## config.mk

```make
export PLATFORM = sky130hd
export DESIGN_NAME = ascii_int64_parser_flat
export DESIGN_NICKNAME = d
export VERILOG_FILES = /design/src/hw/rtl/aip_pkg.sv /design/src/hw/rtl/aip_if.sv /design/src/hw/rtl/aip_scan.sv /design/src/hw/rtl/aip_scale.sv /design/src/hw/rtl/ascii_int64_parser.sv /design/src/flat_wrapper.sv
export SDC_FILE = /design/constraint.sdc
export NUM_CORES = 2
export LEC_CHECK = 0
export BUFFER_PORTS_ARGS = -buffer_cell sky130_fd_sc_hd__buf_2
export CORE_MARGIN = 5
export CORE_UTILIZATION = 35
export CTS_CLUSTER_SIZE = 10
export DETAILED_ROUTE_END_ITERATION = 8
export GPL_TIMING_DRIVEN = 1
export PLACE_DENSITY = 0.49
export REMOVE_ABC_BUFFERS = 1
export SYNTH_ARGS = -nofsm -noshare
export SYNTH_HDL_FRONTEND = slang
export SYNTH_SLANG_ARGS = --single-unit
export TNS_END_PERCENT = 50
```

## constraint.sdc

```tcl
create_clock -name clk -period 9.7 [get_ports clk]
set_input_delay 0.485 -clock clk [delete_from_list [all_inputs] [get_ports clk]]
set_output_delay 0.485 -clock clk [all_outputs]
set_load 0.005 [all_outputs]
```

## src/hw/rtl/aip_pkg.sv

```systemverilog
// ---------------------------------------------------------------------------
// aip_pkg
// Shared types, character codes and scale constants of the ASCII int64 parser.
// ---------------------------------------------------------------------------
package aip_pkg;

    localparam int MAX_HEX_DIGITS_DEF = 16;

    localparam logic [63:0] INT64_TOP = 64'h7fff_ffff_ffff_ffff;
    localparam logic [63:0] DEC_LIMIT = (INT64_TOP - 64'd9) / 64'd10;

    localparam logic [39:0] SCALE_ONE = 40'd1;
    localparam logic [39:0] SCALE_K   = 40'd1000;
    localparam logic [39:0] SCALE_M   = 40'd1000000;
    localparam logic [39:0] SCALE_G   = 40'd1000000000;
    localparam logic [39:0] SCALE_B   = 40'd1000000000000;

    localparam logic [63:0] LIMIT_K = INT64_TOP / {24'd0, SCALE_K};
    localparam logic [63:0] LIMIT_M = INT64_TOP / {24'd0, SCALE_M};
    localparam logic [63:0] LIMIT_G = INT64_TOP / {24'd0, SCALE_G};
    localparam logic [63:0] LIMIT_B = INT64_TOP / {24'd0, SCALE_B};

    localparam logic [7:0] CH_SPACE = 8'h20;
    localparam logic [7:0] CH_MINUS = 8'h2d;
    localparam logic [7:0] CH_X     = 8'h78;
    localparam logic [7:0] CH_K     = 8'h6b;
    localparam logic [7:0] CH_M     = 8'h4d;
    localparam logic [7:0] CH_G     = 8'h47;
    localparam logic [7:0] CH_B     = 8'h42;
    localparam logic [7:0] CH_0     = 8'h30;
    localparam logic [7:0] CH_9     = 8'h39;
    localparam logic [7:0] CH_LA    = 8'h61;
    localparam logic [7:0] CH_LF    = 8'h66;
    localparam logic [7:0] CH_UA    = 8'h41;
    localparam logic [7:0] CH_UF    = 8'h46;

    localparam logic [1:0] ST_OK    = 2'd0;
    localparam logic [1:0] ST_FAIL  = 2'd1;
    localparam logic [1:0] ST_SCALE = 2'd2;

    typedef enum logic [1:0] {
        PH_IDLE,
        PH_SIGNED,
        PH_DEC,
        PH_HEX
    } aip_phase_t;

    typedef enum logic [2:0] {
        SC_NONE,
        SC_K,
        SC_M,
        SC_G,
        SC_B
    } aip_scale_t;

    typedef struct packed {
        logic [63:0] acc;
        aip_scale_t  sc;
        logic        neg;
        logic [1:0]  status;
        logic        consumed;
    } aip_job_t;

    typedef struct packed {
        logic       valid;
        logic [3:0] val;
    } aip_digit_t;

    function automatic aip_digit_t hex_digit(input logic [7:0] c);
        aip_digit_t d;
        d.valid = 1'b1;
        d.val   = 4'd0;
        if (c >= CH_0 && c <= CH_9)
        begin
            d.val = 4'(c - CH_0);
        end
        else if (c >= CH_LA && c <= CH_LF)
        begin
            d.val = 4'(c - CH_LA + 8'd10);
        end
        else if (c >= CH_UA && c <= CH_UF)
        begin
            d.val = 4'(c - CH_UA + 8'd10);
        end
        else
        begin
            d.valid = 1'b0;
        end
        return d;
    endfunction

    function automatic aip_scale_t scale_code(input logic [7:0] c);
        aip_scale_t s;
        case (c)
            CH_K:    s = SC_K;
            CH_M:    s = SC_M;
            CH_G:    s = SC_G;
            CH_B:    s = SC_B;
            default: s = SC_NONE;
        endcase
        return s;
    endfunction

    function automatic logic [39:0] scale_factor(input aip_scale_t s);
        logic [39:0] f;
        case (s)
            SC_K:    f = SCALE_K;
            SC_M:    f = SCALE_M;
            SC_G:    f = SCALE_G;
            SC_B:    f = SCALE_B;
            default: f = SCALE_ONE;
        endcase
        return f;
    endfunction

    function automatic logic [63:0] scale_limit(input aip_scale_t s);
        logic [63:0] l;
        case (s)
            SC_K:    l = LIMIT_K;
            SC_M:    l = LIMIT_M;
            SC_G:    l = LIMIT_G;
            SC_B:    l = LIMIT_B;
            default: l = INT64_TOP;
        endcase
        return l;
    endfunction

endpackage

```

## src/hw/rtl/aip_if.sv

```systemverilog
// ---------------------------------------------------------------------------
// aip_char_if / aip_result_if
// Valid/ready channels of the parser: characters in, parsed results out.
// ---------------------------------------------------------------------------
interface aip_char_if;
    logic       valid;
    logic       ready;
    logic [7:0] ch;

    modport source (output valid, output ch, input ready);
    modport sink (input valid, input ch, output ready);
endinterface

interface aip_result_if;
    logic               valid;
    logic               ready;
    logic signed [63:0] value;
    logic        [1:0]  status;
    logic               consumed;

    modport source (output valid, output value, output status, output consumed, input ready);
    modport sink (input valid, input value, input status, input consumed, output ready);
endinterface

```

## src/hw/rtl/aip_scan.sv

```systemverilog
// ---------------------------------------------------------------------------
// aip_scan
// Character state machine: skip, sign, hex/decimal digits, terminator decode.
// ---------------------------------------------------------------------------
module aip_scan
    import aip_pkg::*;
#(
    parameter int MAX_HEX_DIGITS = MAX_HEX_DIGITS_DEF
)
(
    input  logic          clk,
    input  logic          rst_n,
    aip_char_if.sink      chars,
    output logic          job_valid,
    input  logic          job_ready,
    output aip_job_t      job
);

    localparam int CntW = $clog2(MAX_HEX_DIGITS + 1);

    aip_phase_t        phase_reg, phase_next;
    logic [63:0]       acc_reg, acc_next;
    logic              neg_reg, neg_next;
    logic [CntW-1:0]   cnt_reg, cnt_next;

    logic              accept;
    logic              is_space, is_minus, is_x, is_dec, dec_ovf, hex_full, scale_ovf;
    logic [3:0]        dec_val;
    aip_digit_t        hd;
    aip_scale_t        sc;
    logic [63:0]       acc_x10;
    logic              emit, fin;

    assign accept      = chars.valid && chars.ready;
    assign chars.ready = job_ready;

    assign is_space  = (chars.ch != 8'd0) && (chars.ch <= CH_SPACE);
    assign is_minus  = (chars.ch == CH_MINUS);
    assign is_x      = (chars.ch == CH_X);
    assign is_dec    = (chars.ch >= CH_0) && (chars.ch <= CH_9);
    assign dec_val   = 4'(chars.ch - CH_0);
    assign hd        = hex_digit(chars.ch);
    assign sc        = scale_code(chars.ch);
    assign dec_ovf   = (acc_reg > DEC_LIMIT);
    assign hex_full  = (cnt_reg == CntW'(MAX_HEX_DIGITS));
    assign scale_ovf = !acc_reg[63] && (acc_reg > scale_limit(sc));
    assign acc_x10   = (acc_reg << 3) + (acc_reg << 1) + {60'd0, dec_val};

    always_comb
    begin
        phase_next = PH_IDLE;
        case (phase_reg)
            PH_IDLE:
            begin
                if (is_space)
                    phase_next = PH_IDLE;
                else if (is_minus)
                    phase_next = PH_SIGNED;
                else if (is_x)
                    phase_next = PH_HEX;
                else if (is_dec)
                    phase_next = PH_DEC;
            end
            PH_SIGNED:
            begin
                if (is_x)
                    phase_next = PH_HEX;
                else if (is_dec)
                    phase_next = PH_DEC;
            end
            PH_DEC:
            begin
                if (is_dec && !dec_ovf)
                    phase_next = PH_DEC;
            end
            PH_HEX:
            begin
                if (hd.valid && !hex_full)
                    phase_next = PH_HEX;
            end
            default: phase_next = PH_IDLE;
        endcase
    end

    always_comb
    begin
        acc_next     = acc_reg;
        neg_next     = neg_reg;
        cnt_next     = cnt_reg;
        emit         = 1'b0;
        fin          = 1'b0;
        job.acc      = acc_reg;
        job.neg      = neg_reg;
        job.sc       = SC_NONE;
        job.status   = ST_FAIL;
        job.consumed = 1'b0;
        case (phase_reg)
            PH_IDLE, PH_SIGNED:
            begin
                if (phase_reg == PH_IDLE && is_space)
                begin
                end
                else if (phase_reg == PH_IDLE && is_minus)
                    neg_next = 1'b1;
                else if (is_x)
                begin
                    acc_next = 64'd0;
                    cnt_next = '0;
                end
                else if (is_dec)
                    acc_next = {60'd0, dec_val};
                else
                    emit = 1'b1;
            end
            PH_DEC:
            begin
                if (is_dec)
                begin
                    if (dec_ovf)
                        emit = 1'b1;
                    else
                        acc_next = acc_x10;
                end
                else
                    fin = 1'b1;
            end
            PH_HEX:
            begin
                if (hd.valid)
                begin
                    if (hex_full)
                        emit = 1'b1;
                    else
                    begin
                        acc_next = {acc_reg[59:0], hd.val};
                        cnt_next = cnt_reg + CntW'(1);
                    end
                end
                else if (cnt_reg == '0)
                    emit = 1'b1;
                else
                    fin = 1'b1;
            end
            default: emit = 1'b0;
        endcase
        if (fin)
        begin
            emit         = 1'b1;
            job.sc       = sc;
            job.status   = scale_ovf ? ST_SCALE : ST_OK;
            job.consumed = (sc != SC_NONE);
        end
        if (emit)
        begin
            acc_next = 64'd0;
            neg_next = 1'b0;
            cnt_next = '0;
        end
    end

    assign job_valid = accept && emit;

    always_ff @(posedge clk or negedge rst_n)
    begin
        if (!rst_n)
        begin
            phase_reg <= PH_IDLE;
            acc_reg   <= 64'd0;
            neg_reg   <= 1'b0;
            cnt_reg   <= '0;
        end
        else if (accept)
        begin
            phase_reg <= phase_next;
            acc_reg   <= acc_next;
            neg_reg   <= neg_next;
            cnt_reg   <= cnt_next;
        end
    end

endmodule

```

## src/hw/rtl/aip_scale.sv

```systemverilog
// ---------------------------------------------------------------------------
// aip_scale
// Suffix multiply in 32-bit partial products, sign apply and result register.
// ---------------------------------------------------------------------------
module aip_scale
    import aip_pkg::*;
(
    input  logic          clk,
    input  logic          rst_n,
    input  logic          job_valid,
    output logic          job_ready,
    input  aip_job_t      job,
    aip_result_if.source  results
);

    logic               s1_valid_reg;
    aip_job_t           s1_reg;
    logic               s2_valid_reg;
    logic [63:0]        p0_reg;
    logic [31:0]        p12_reg;
    logic               s2_neg_reg;
    logic [1:0]         s2_status_reg;
    logic               s2_consumed_reg;
    logic               out_valid_reg;
    logic signed [63:0] value_reg;
    logic [1:0]         status_reg;
    logic               consumed_reg;

    logic               out_adv, s2_adv, s1_adv;
    logic [39:0]        f;
    logic [63:0]        p0;
    logic [31:0]        p1, p2;
    logic [63:0]        inv_mask, sum;

    assign out_adv   = !out_valid_reg || results.ready;
    assign s2_adv    = !s2_valid_reg || out_adv;
    assign s1_adv    = !s1_valid_reg || s2_adv;
    assign job_ready = s1_adv;

    assign f  = scale_factor(s1_reg.sc);
    assign p0 = 64'(s1_reg.acc[31:0]) * 64'(f[31:0]);
    assign p1 = 32'(s1_reg.acc[63:32] * f[31:0]);
    assign p2 = 32'(s1_reg.acc[31:0] * {24'd0, f[39:32]});

    // -(a + b) = ~a + ~b + 2
    assign inv_mask = {64{s2_neg_reg}};
    assign sum = (p0_reg ^ inv_mask) + ({p12_reg, 32'd0} ^ inv_mask)
               + {62'd0, s2_neg_reg, 1'b0};

    always_ff @(posedge clk or negedge rst_n)
    begin
        if (!rst_n)
        begin
            s1_valid_reg  <= 1'b0;
            s2_valid_reg  <= 1'b0;
            out_valid_reg <= 1'b0;
        end
        else
        begin
            if (s1_adv)
                s1_valid_reg <= job_valid;
            if (s2_adv)
                s2_valid_reg <= s1_valid_reg;
            if (out_adv)
                out_valid_reg <= s2_valid_reg;
        end
    end

    always_ff @(posedge clk)
    begin
        if (s1_adv)
            s1_reg <= job;
        if (s2_adv)
        begin
            p0_reg          <= p0;
            p12_reg         <= p1 + p2;
            s2_neg_reg      <= s1_reg.neg;
            s2_status_reg   <= s1_reg.status;
            s2_consumed_reg <= s1_reg.consumed;
        end
        if (out_adv)
        begin
            value_reg    <= (s2_status_reg == ST_OK) ? sum : 64'd0;
            status_reg   <= s2_status_reg;
            consumed_reg <= s2_consumed_reg;
        end
    end

    assign results.valid    = out_valid_reg;
    assign results.value    = value_reg;
    assign results.status   = status_reg;
    assign results.consumed = consumed_reg;

endmodule

```

## src/hw/rtl/ascii_int64_parser.sv

```systemverilog
// ---------------------------------------------------------------------------
// ascii_int64_parser
// Streaming ASCII to signed 64-bit integer parser with k/M/G/B suffixes.
// ---------------------------------------------------------------------------
// Usage:
//   chars   : one character per transfer; 0 ends the string. Bytes 1..32
//             before the number are skipped, then optional '-', optional
//             'x' for hex, then digits.
//   results : one transfer per number (value, status, consumed), issued on
//             the character that ends or fails the number.
//   Throughput: one character per cycle while the result pipeline takes
//   jobs, set by the registered update of the character state machine.
//   Pipeline: the job of the ending character is registered in s1, its
//   suffix partial products in s2, then sum and sign in the output reg.
//   Reset: parser returns to idle with a zero accumulator, the result
//   pipeline empties.
//   Stall: when results.ready stays low, the pipeline fills its empty stages
//   and then holds chars.ready low until the output register drains.
// ---------------------------------------------------------------------------
module ascii_int64_parser
    import aip_pkg::*;
#(
    parameter int MAX_HEX_DIGITS = MAX_HEX_DIGITS_DEF
)
(
    input  logic         clk,
    input  logic         rst_n,
    aip_char_if.sink     chars,
    aip_result_if.source results
);

    logic     job_valid;
    logic     job_ready;
    aip_job_t job;

    aip_scan #(
        .MAX_HEX_DIGITS (MAX_HEX_DIGITS)
    ) u_scan (
        .clk       (clk),
        .rst_n     (rst_n),
        .chars     (chars),
        .job_valid (job_valid),
        .job_ready (job_ready),
        .job       (job)
    );

    aip_scale u_scale (
        .clk       (clk),
        .rst_n     (rst_n),
        .job_valid (job_valid),
        .job_ready (job_ready),
        .job       (job),
        .results   (results)
    );

endmodule

```

## src/flat_wrapper.sv

```systemverilog
// flat-port wrapper written by rule: the top's interface ports become plain ports
module ascii_int64_parser_flat import aip_pkg::*;
#(
    parameter int MAX_HEX_DIGITS = MAX_HEX_DIGITS_DEF
)
  (clk, rst_n, chars_valid, chars_ch, chars_ready, results_valid, results_value, results_status, results_consumed, results_ready);
  aip_char_if chars_i ();
  aip_result_if results_i ();
  input  logic clk;
  input  logic rst_n;
  input wire logic [$bits(chars_i.valid)-1:0] chars_valid;
  input wire logic [$bits(chars_i.ch)-1:0] chars_ch;
  output wire logic [$bits(chars_i.ready)-1:0] chars_ready;
  output wire logic [$bits(results_i.valid)-1:0] results_valid;
  output wire logic [$bits(results_i.value)-1:0] results_value;
  output wire logic [$bits(results_i.status)-1:0] results_status;
  output wire logic [$bits(results_i.consumed)-1:0] results_consumed;
  input wire logic [$bits(results_i.ready)-1:0] results_ready;
  assign chars_i.valid = chars_valid;
  assign chars_i.ch = chars_ch;
  assign chars_ready = chars_i.ready;
  assign results_valid = results_i.valid;
  assign results_value = results_i.value;
  assign results_status = results_i.status;
  assign results_consumed = results_i.consumed;
  assign results_i.ready = results_ready;
  ascii_int64_parser #(.MAX_HEX_DIGITS(MAX_HEX_DIGITS)) u_core (.clk(clk), .rst_n(rst_n), .chars(chars_i), .results(results_i));
endmodule
```

# Word-level counts from Yosys, hierarchy flattened
# Cells that the tools add are included.
dict set report word_totals {
  inputBits 12
  regBits 313
  word_cells 156
}
dict set report op_classes {
  reduce_logical 32
  bitwise 2
  addsub 11
  n_lt_le_gt_ge 9
  n_mux 52
  mul 3
  n_eq_ne 27
}
# cell count
set ops {}
lappend ops {{$mux W64} 9}
lappend ops {{$pmux W63 S4} 1}
lappend ops {{$pmux W64 S3} 1}
lappend ops {{$pmux W40 S4} 1}
lappend ops {{$add A64 B64 Y64} 2}
lappend ops {{$xor A64 B64 Y64} 2}
lappend ops {{$add A64 B2 Y64} 1}
lappend ops {{$add A64 B4 Y64} 1}
lappend ops {{$gt A64 B60 Y1 const B} 1}
lappend ops {{$gt A64 B64 Y1} 1}
lappend ops {{$mul A32 B32 Y64} 1}
lappend ops {{$eq A8 B7 Y1 const B} 5}
lappend ops {{$add A32 B32 Y32} 1}
lappend ops {{$mul A32 B32 Y32} 1}
lappend ops {{$mul A32 B8 Y32} 1}
lappend ops {{$mux W5} 6}
lappend ops {{$ne A3 B3 Y1 const B} 7}
lappend ops {{$mux W1} 19}
lappend ops {{$ge A8 B7 Y1 const B} 2}
lappend ops {{$le A8 B6 Y1 const B} 2}
lappend ops {{$le A8 B7 Y1 const B} 2}
lappend ops {{$mux W2} 7}
lappend ops {{$eq A3 B2 Y1 const B} 4}
lappend ops {{$mux W4} 3}
lappend ops {{29 further kinds} 55}

# Longest topological paths before layout
dict set report depth {
  depth_word 10
  ltp_mapped 36
  ltp_nobuf 33
}

# Cells and area by module
# A second synthesis with hierarchy kept.
dict set report hier_totals {
  cells_unflattened 6243
  area_unflattened_um2 61670.4
}
# module cells_per_inst instances area_per_inst_um2 seq_area_each_um2
set modules_own_cells {}
lappend modules_own_cells {aip_scale 5057 1 52003.6 7221.9}
lappend modules_own_cells {aip_scan 1186 1 9666.8 1801.7}

# Least setup slack after synthesis
# Ideal clock, no wire load.
dict set report synth_timing {
  path_type {register to register}
  from {register u_core.u_scale.s1_reg[5] in the netlist's numbering}
  to {register u_core.u_scale.p0_reg[57] (data pin)}
  n_path_buf 6
  path_stages_with_launch 34
  setup_slack_ns 1.011
  required_ns 9.441
  arrival_time_ns 8.430
  path_cell_list {edfxtp_1 > clkbuf_1 > inv_1 > nor2_1 > clkbuf_1 > clkbuf_1 > clkbuf_1 > clkbuf_1 > and2_1 > fa_1 > fa_1 > inv_1 > fa_1 > fa_1 > fa_1 > inv_1 > fa_1 > fa_1 > inv_1 > fa_1 > inv_1 > ha_1 > clkbuf_1 > nand3_1 > nor4_1 > nand2_1 > o211ai_1 > a221oi_1 > nor3b_1 > a31oi_1 > o211a_1 > o211ai_1 > a21oi_1 > xnor2_1}
}
dict set report synth_via {
  elab_chain_len 3
  elab_cells_between_ends 6
  cone_classes {1 x mul; 4 x eq/ne; 1 x mux}
}
# item line
set synth_lines {}
lappend synth_lines {{start, declared} aip_scale.sv:17} ;# aip_job_t s1_reg;
lappend synth_lines {{start signal, assigned} aip_scale.sv:72} ;# s1_reg <= job;
lappend synth_lines {{$eq A3 B3 Y1 (tied with other cells)} aip_pkg.sv:106} ;# case (s)
lappend synth_lines {{$pmux W40 S4 (*)} aip_pkg.sv:106}
lappend synth_lines {{$mul A32 B32 Y64 (*)} aip_scale.sv:41} ;# assign p0 = 64'(s1_reg.acc[31:0]) * 64'(f[31:0]);
lappend synth_lines {{via u_core.u_scale.p0[57]} aip_scale.sv:31} ;# logic [63:0] p0;
lappend synth_lines {{end signal, assigned} aip_scale.sv:75} ;# p0_reg <= p0;
lappend synth_lines {{end, declared} aip_scale.sv:19} ;# logic [63:0] p0_reg;
# The timed path passes the listed nets; every way through them passes the cells marked *.
# A chain may end at the register's enable or synchronous reset.

# Worst setup path in the final report
dict set report layout_timing {
  from {register u_core.u_scale.s1_reg[6] in the netlist's numbering}
  to {register u_core.u_scale.p0_reg[63] (data pin)}
}
# The elaborated chain is that of the path after synthesis.

==> run_results.csv <==
group,metric,value,unit
routing,vias,42715,
timing,fmax,110,MHz
timing,finalSetupViolations,0,
clock_network,insertion_delay,0.59,ns
die,die_h,428,um
yosys,synthCells,6192,
yosys,yosysMostFrequentCell,"inv_1",
routing,firstDrtPassIters,5,
worst_hold_path,min_from,"chars_valid",
routing,vias_per_cell,4.96,
grt,antenna_found_initial,5,
clock_network,clockRootBuffer,"clkbuf_16",
worst_setup_path,critPathSlowestCell,"fa_1",
timing,tightest_slew,1.15,ns
worst_setup_path,crit_path_end_kind,"register",
worst_setup_path,crit_top_cell,"fa_1",
finish,nNetsFinal,8177,
grt,grt_overflow_total,0,
grt,gr-usage-all-layers,0.200,
pwr,p_leak,36.4,nW
routing,route.detailed.drc,0,
finish,areaGrowthSynthToFinish,7.95,%
placed_design,dp.cells,8537,
worst_setup_path,reg2reg_from,"u_core.u_scale.s1_reg[6]",
outcome,status,"finished, final reports clean",
worst_setup_path,crit_required,10.02,ns
placed_design,io_buffers,80,
yosys,yosys_warnings,0,
clock_network,path_clk_slew,0.06,ns
yosys,synth_top_cell_by_area,"fa_1",
worst_hold_path,hold_path.class,"primary input to register",
timing,rsz0062_at_grt,"false",
worst_setup_path,critPathTopFamily,"adder cells",
grt,grt_max_degree,72,
yosys,synth_cell_types,85,
clock_network,htree_levels,2,
pwr,power.density,127,nW/um^2
yosys,synth_edf_count,238,
worst_setup_path,worstSetupPathType,"register to register",
grt,grt_pass1_vias,45445,
die,die-width,428,um
timing,fin_crit_sh,0.939,
placed_design,place_area,64700,sq um
routing,drt_iter0_markers,2985,
placed_design,dpl_worst_slack,0.620,ns
worst_setup_path,cp.arrival,9.43,ns
yosys,syn_area,61200,sq um
yosys,seq_area_frac_synth,0.147,
finish,drive_gt1_frac,0.0439,
yosys,yosys.area.top_type_share,0.342,
worst_setup_path,path_max_fanout,15,
worst_setup_path,max_stage_delay,0.57,ns
run,maxCapViolCount,0,
clock_network,cts_num_sinks,313,
pwr,ir_worst_vdd,0.111,mV
yosys,synth_common_cells,"1350 x inv_1, 1044 x fa_1, 863 x ha_1, 449 x nand2_1, 241 x nor2_1",
die,start_util,0.352,
yosys,synth_flop_cell,"edfxtp_1",
worst_setup_path,path_buf_inv,6,
routing,wl_per_cell,21.3,um
timing,finalHoldViolCount,0,
timing,drv_slew,0,
timing,whs,0.115,ns
routing,postRouteAntennaNets,0,
clock_network,post_cts_buffers,0,
timing,setup_ws,0.589,ns
grt,grt_pass1_wl,284000,um
yosys,synth.area.top_cells,"fa_1 34%, ha_1 18%, edfxtp_1 12%, inv_1 8.3%, dfrtp_1 3.1%",
routing,routed_wl,184000,um
timing,fin_crit,9.11,ns
clock_network,tritoncts,"done",
die,coreArea,174000,sq um
die,rows,153,
yosys,synthArstFlopShare,0.240,
finish,fin_area,66100,sq um
die,dieArea,183000,sq um
placed_design,place_hpwl,161000,um
clock_network,clockBufferDepth,3,
finish,largest_reg_flops,71,
pwr,power,8.37,mW
worst_setup_path,critPathLaunch,"u_core.u_scale.s1_reg[6]",
yosys,syn_avg_cell_area,9.88,sq um
die,ios,81,
yosys,ys_ff_latch,313,
finish,final_cells,8615,
placed_design,place.gp.congestion,0.937,
worst_setup_path,critPathLaunchType,"register",
clock_network,numCtsBuffers,43,
timing,skew,0.0177,ns
timing,slew_headroom,0.229,
-- stage by stage --
step | TNS (ns) | utilization
after global placement | 0 | 0.372
final | 0 | 0.380
after global routing | 0 | 0.380
after detailed placement | 0 | 0.372
after CTS | 0 | 0.380
after floorplan | -3.31 | -
-- layout by cell type, fill, tap and decap left out, types with 92 or more instances in the layout --
| cell type | Yosys | routed |
|---|---|---|
| a21o_1 | 137 | 137 |
| a21oi_1 | 208 | 208 |
| and2_1 | 135 | 135 |
| edfxtp_1 | 238 | 238 |
| fa_1 | 1044 | 1044 |
| ha_1 | 863 | 863 |
| inv_1 | 1350 | 1349 |
| nand2_1 | 449 | 447 |
| nor2_1 | 241 | 235 |
| nor2b_1 | 92 | 92 |
| o21ai_0 | 144 | 144 |
| xnor2_1 | 182 | 181 |
| xor2_1 | 157 | 157 |
-- cell type report --
| cell class | count | area [sq um] |
|---|---|---|
| Sequential cell | 313 | 9020 |
| Clock buffer | 56 | 1160 |
| Tap cell | 2325 | 2910 |
| Timing Repair Buffer | 169 | 1070 |
| Clock inverter | 20 | 213 |
| Antenna cell | 1 | 2.50 |
| Inverter | 1350 | 5070 |
| Multi-Input combinational cell | 4381 | 46600 |
| Fill cell | 17617 | 108000 |
-- path summary, 6_finish.rpt --
check                      cells past startpoint  slack, ns                             end
min in group asynchronous                      2       0.36        u_core.u_scan.cnt_reg[2]
setup reg to reg                              29       0.59       u_core.u_scale.p0_reg[63]
max in group asynchronous                      3       8.26       u_core.u_scan.acc_reg[53]
hold / removal                                 3       0.12     u_core.u_scale.s1_valid_reg
setup / recovery                              29       0.59       u_core.u_scale.p0_reg[63]
hold reg to reg                                0       0.42  u_core.u_scale.s2_consumed_reg
-- worst min-delay path: cells and delay by family --
family | cells | cell delay [ns]
AND/OR/NAND/NOR | 2 | 0.09
buffers and inverters | 1 | 0.08
-- cells by family after synthesis --
family	share of synthesized area
buffers and inverters	0.0931
AND/OR/NAND/NOR	0.104
other	0.000123
XOR/XNOR	0.0485
adder cells (fa/ha/maj)	0.518
AO/OA/AOI/OAI	0.0861
flip-flops	0.147
multiplexers	0.00264
-- per-layer routing --
layer | wire, um | vias to the layer above | GRT usage | part of all wire
li1 | - | 20011 | - | -
met1 | 87900 | 21515 | 0.296 | 0.48
met2 | 81700 | 1061 | 0.314 | 0.44
met3 | 11600 | 126 | 0.0359 | 0.063
met4 | 2690 | 2 | 0.0292 | 0.015
met5 | 13 | - | 0 | 0.000071
-- power by group --
part           internal [mW]  switching [mW]
clock network          0.943           0.604
registers               1.81           0.313
logic                   1.85            2.85
total                   4.60            3.77
-- timing repair --
| item | 4_1_cts | 5_1_grt |
|---|---|---|
| gates resized for setup | 0 | 0 |
| endpoints found under the hold margin | 26 | 0 |
| hold buffers | 1 | 0 |
Power figures use the tool's default switching activity.
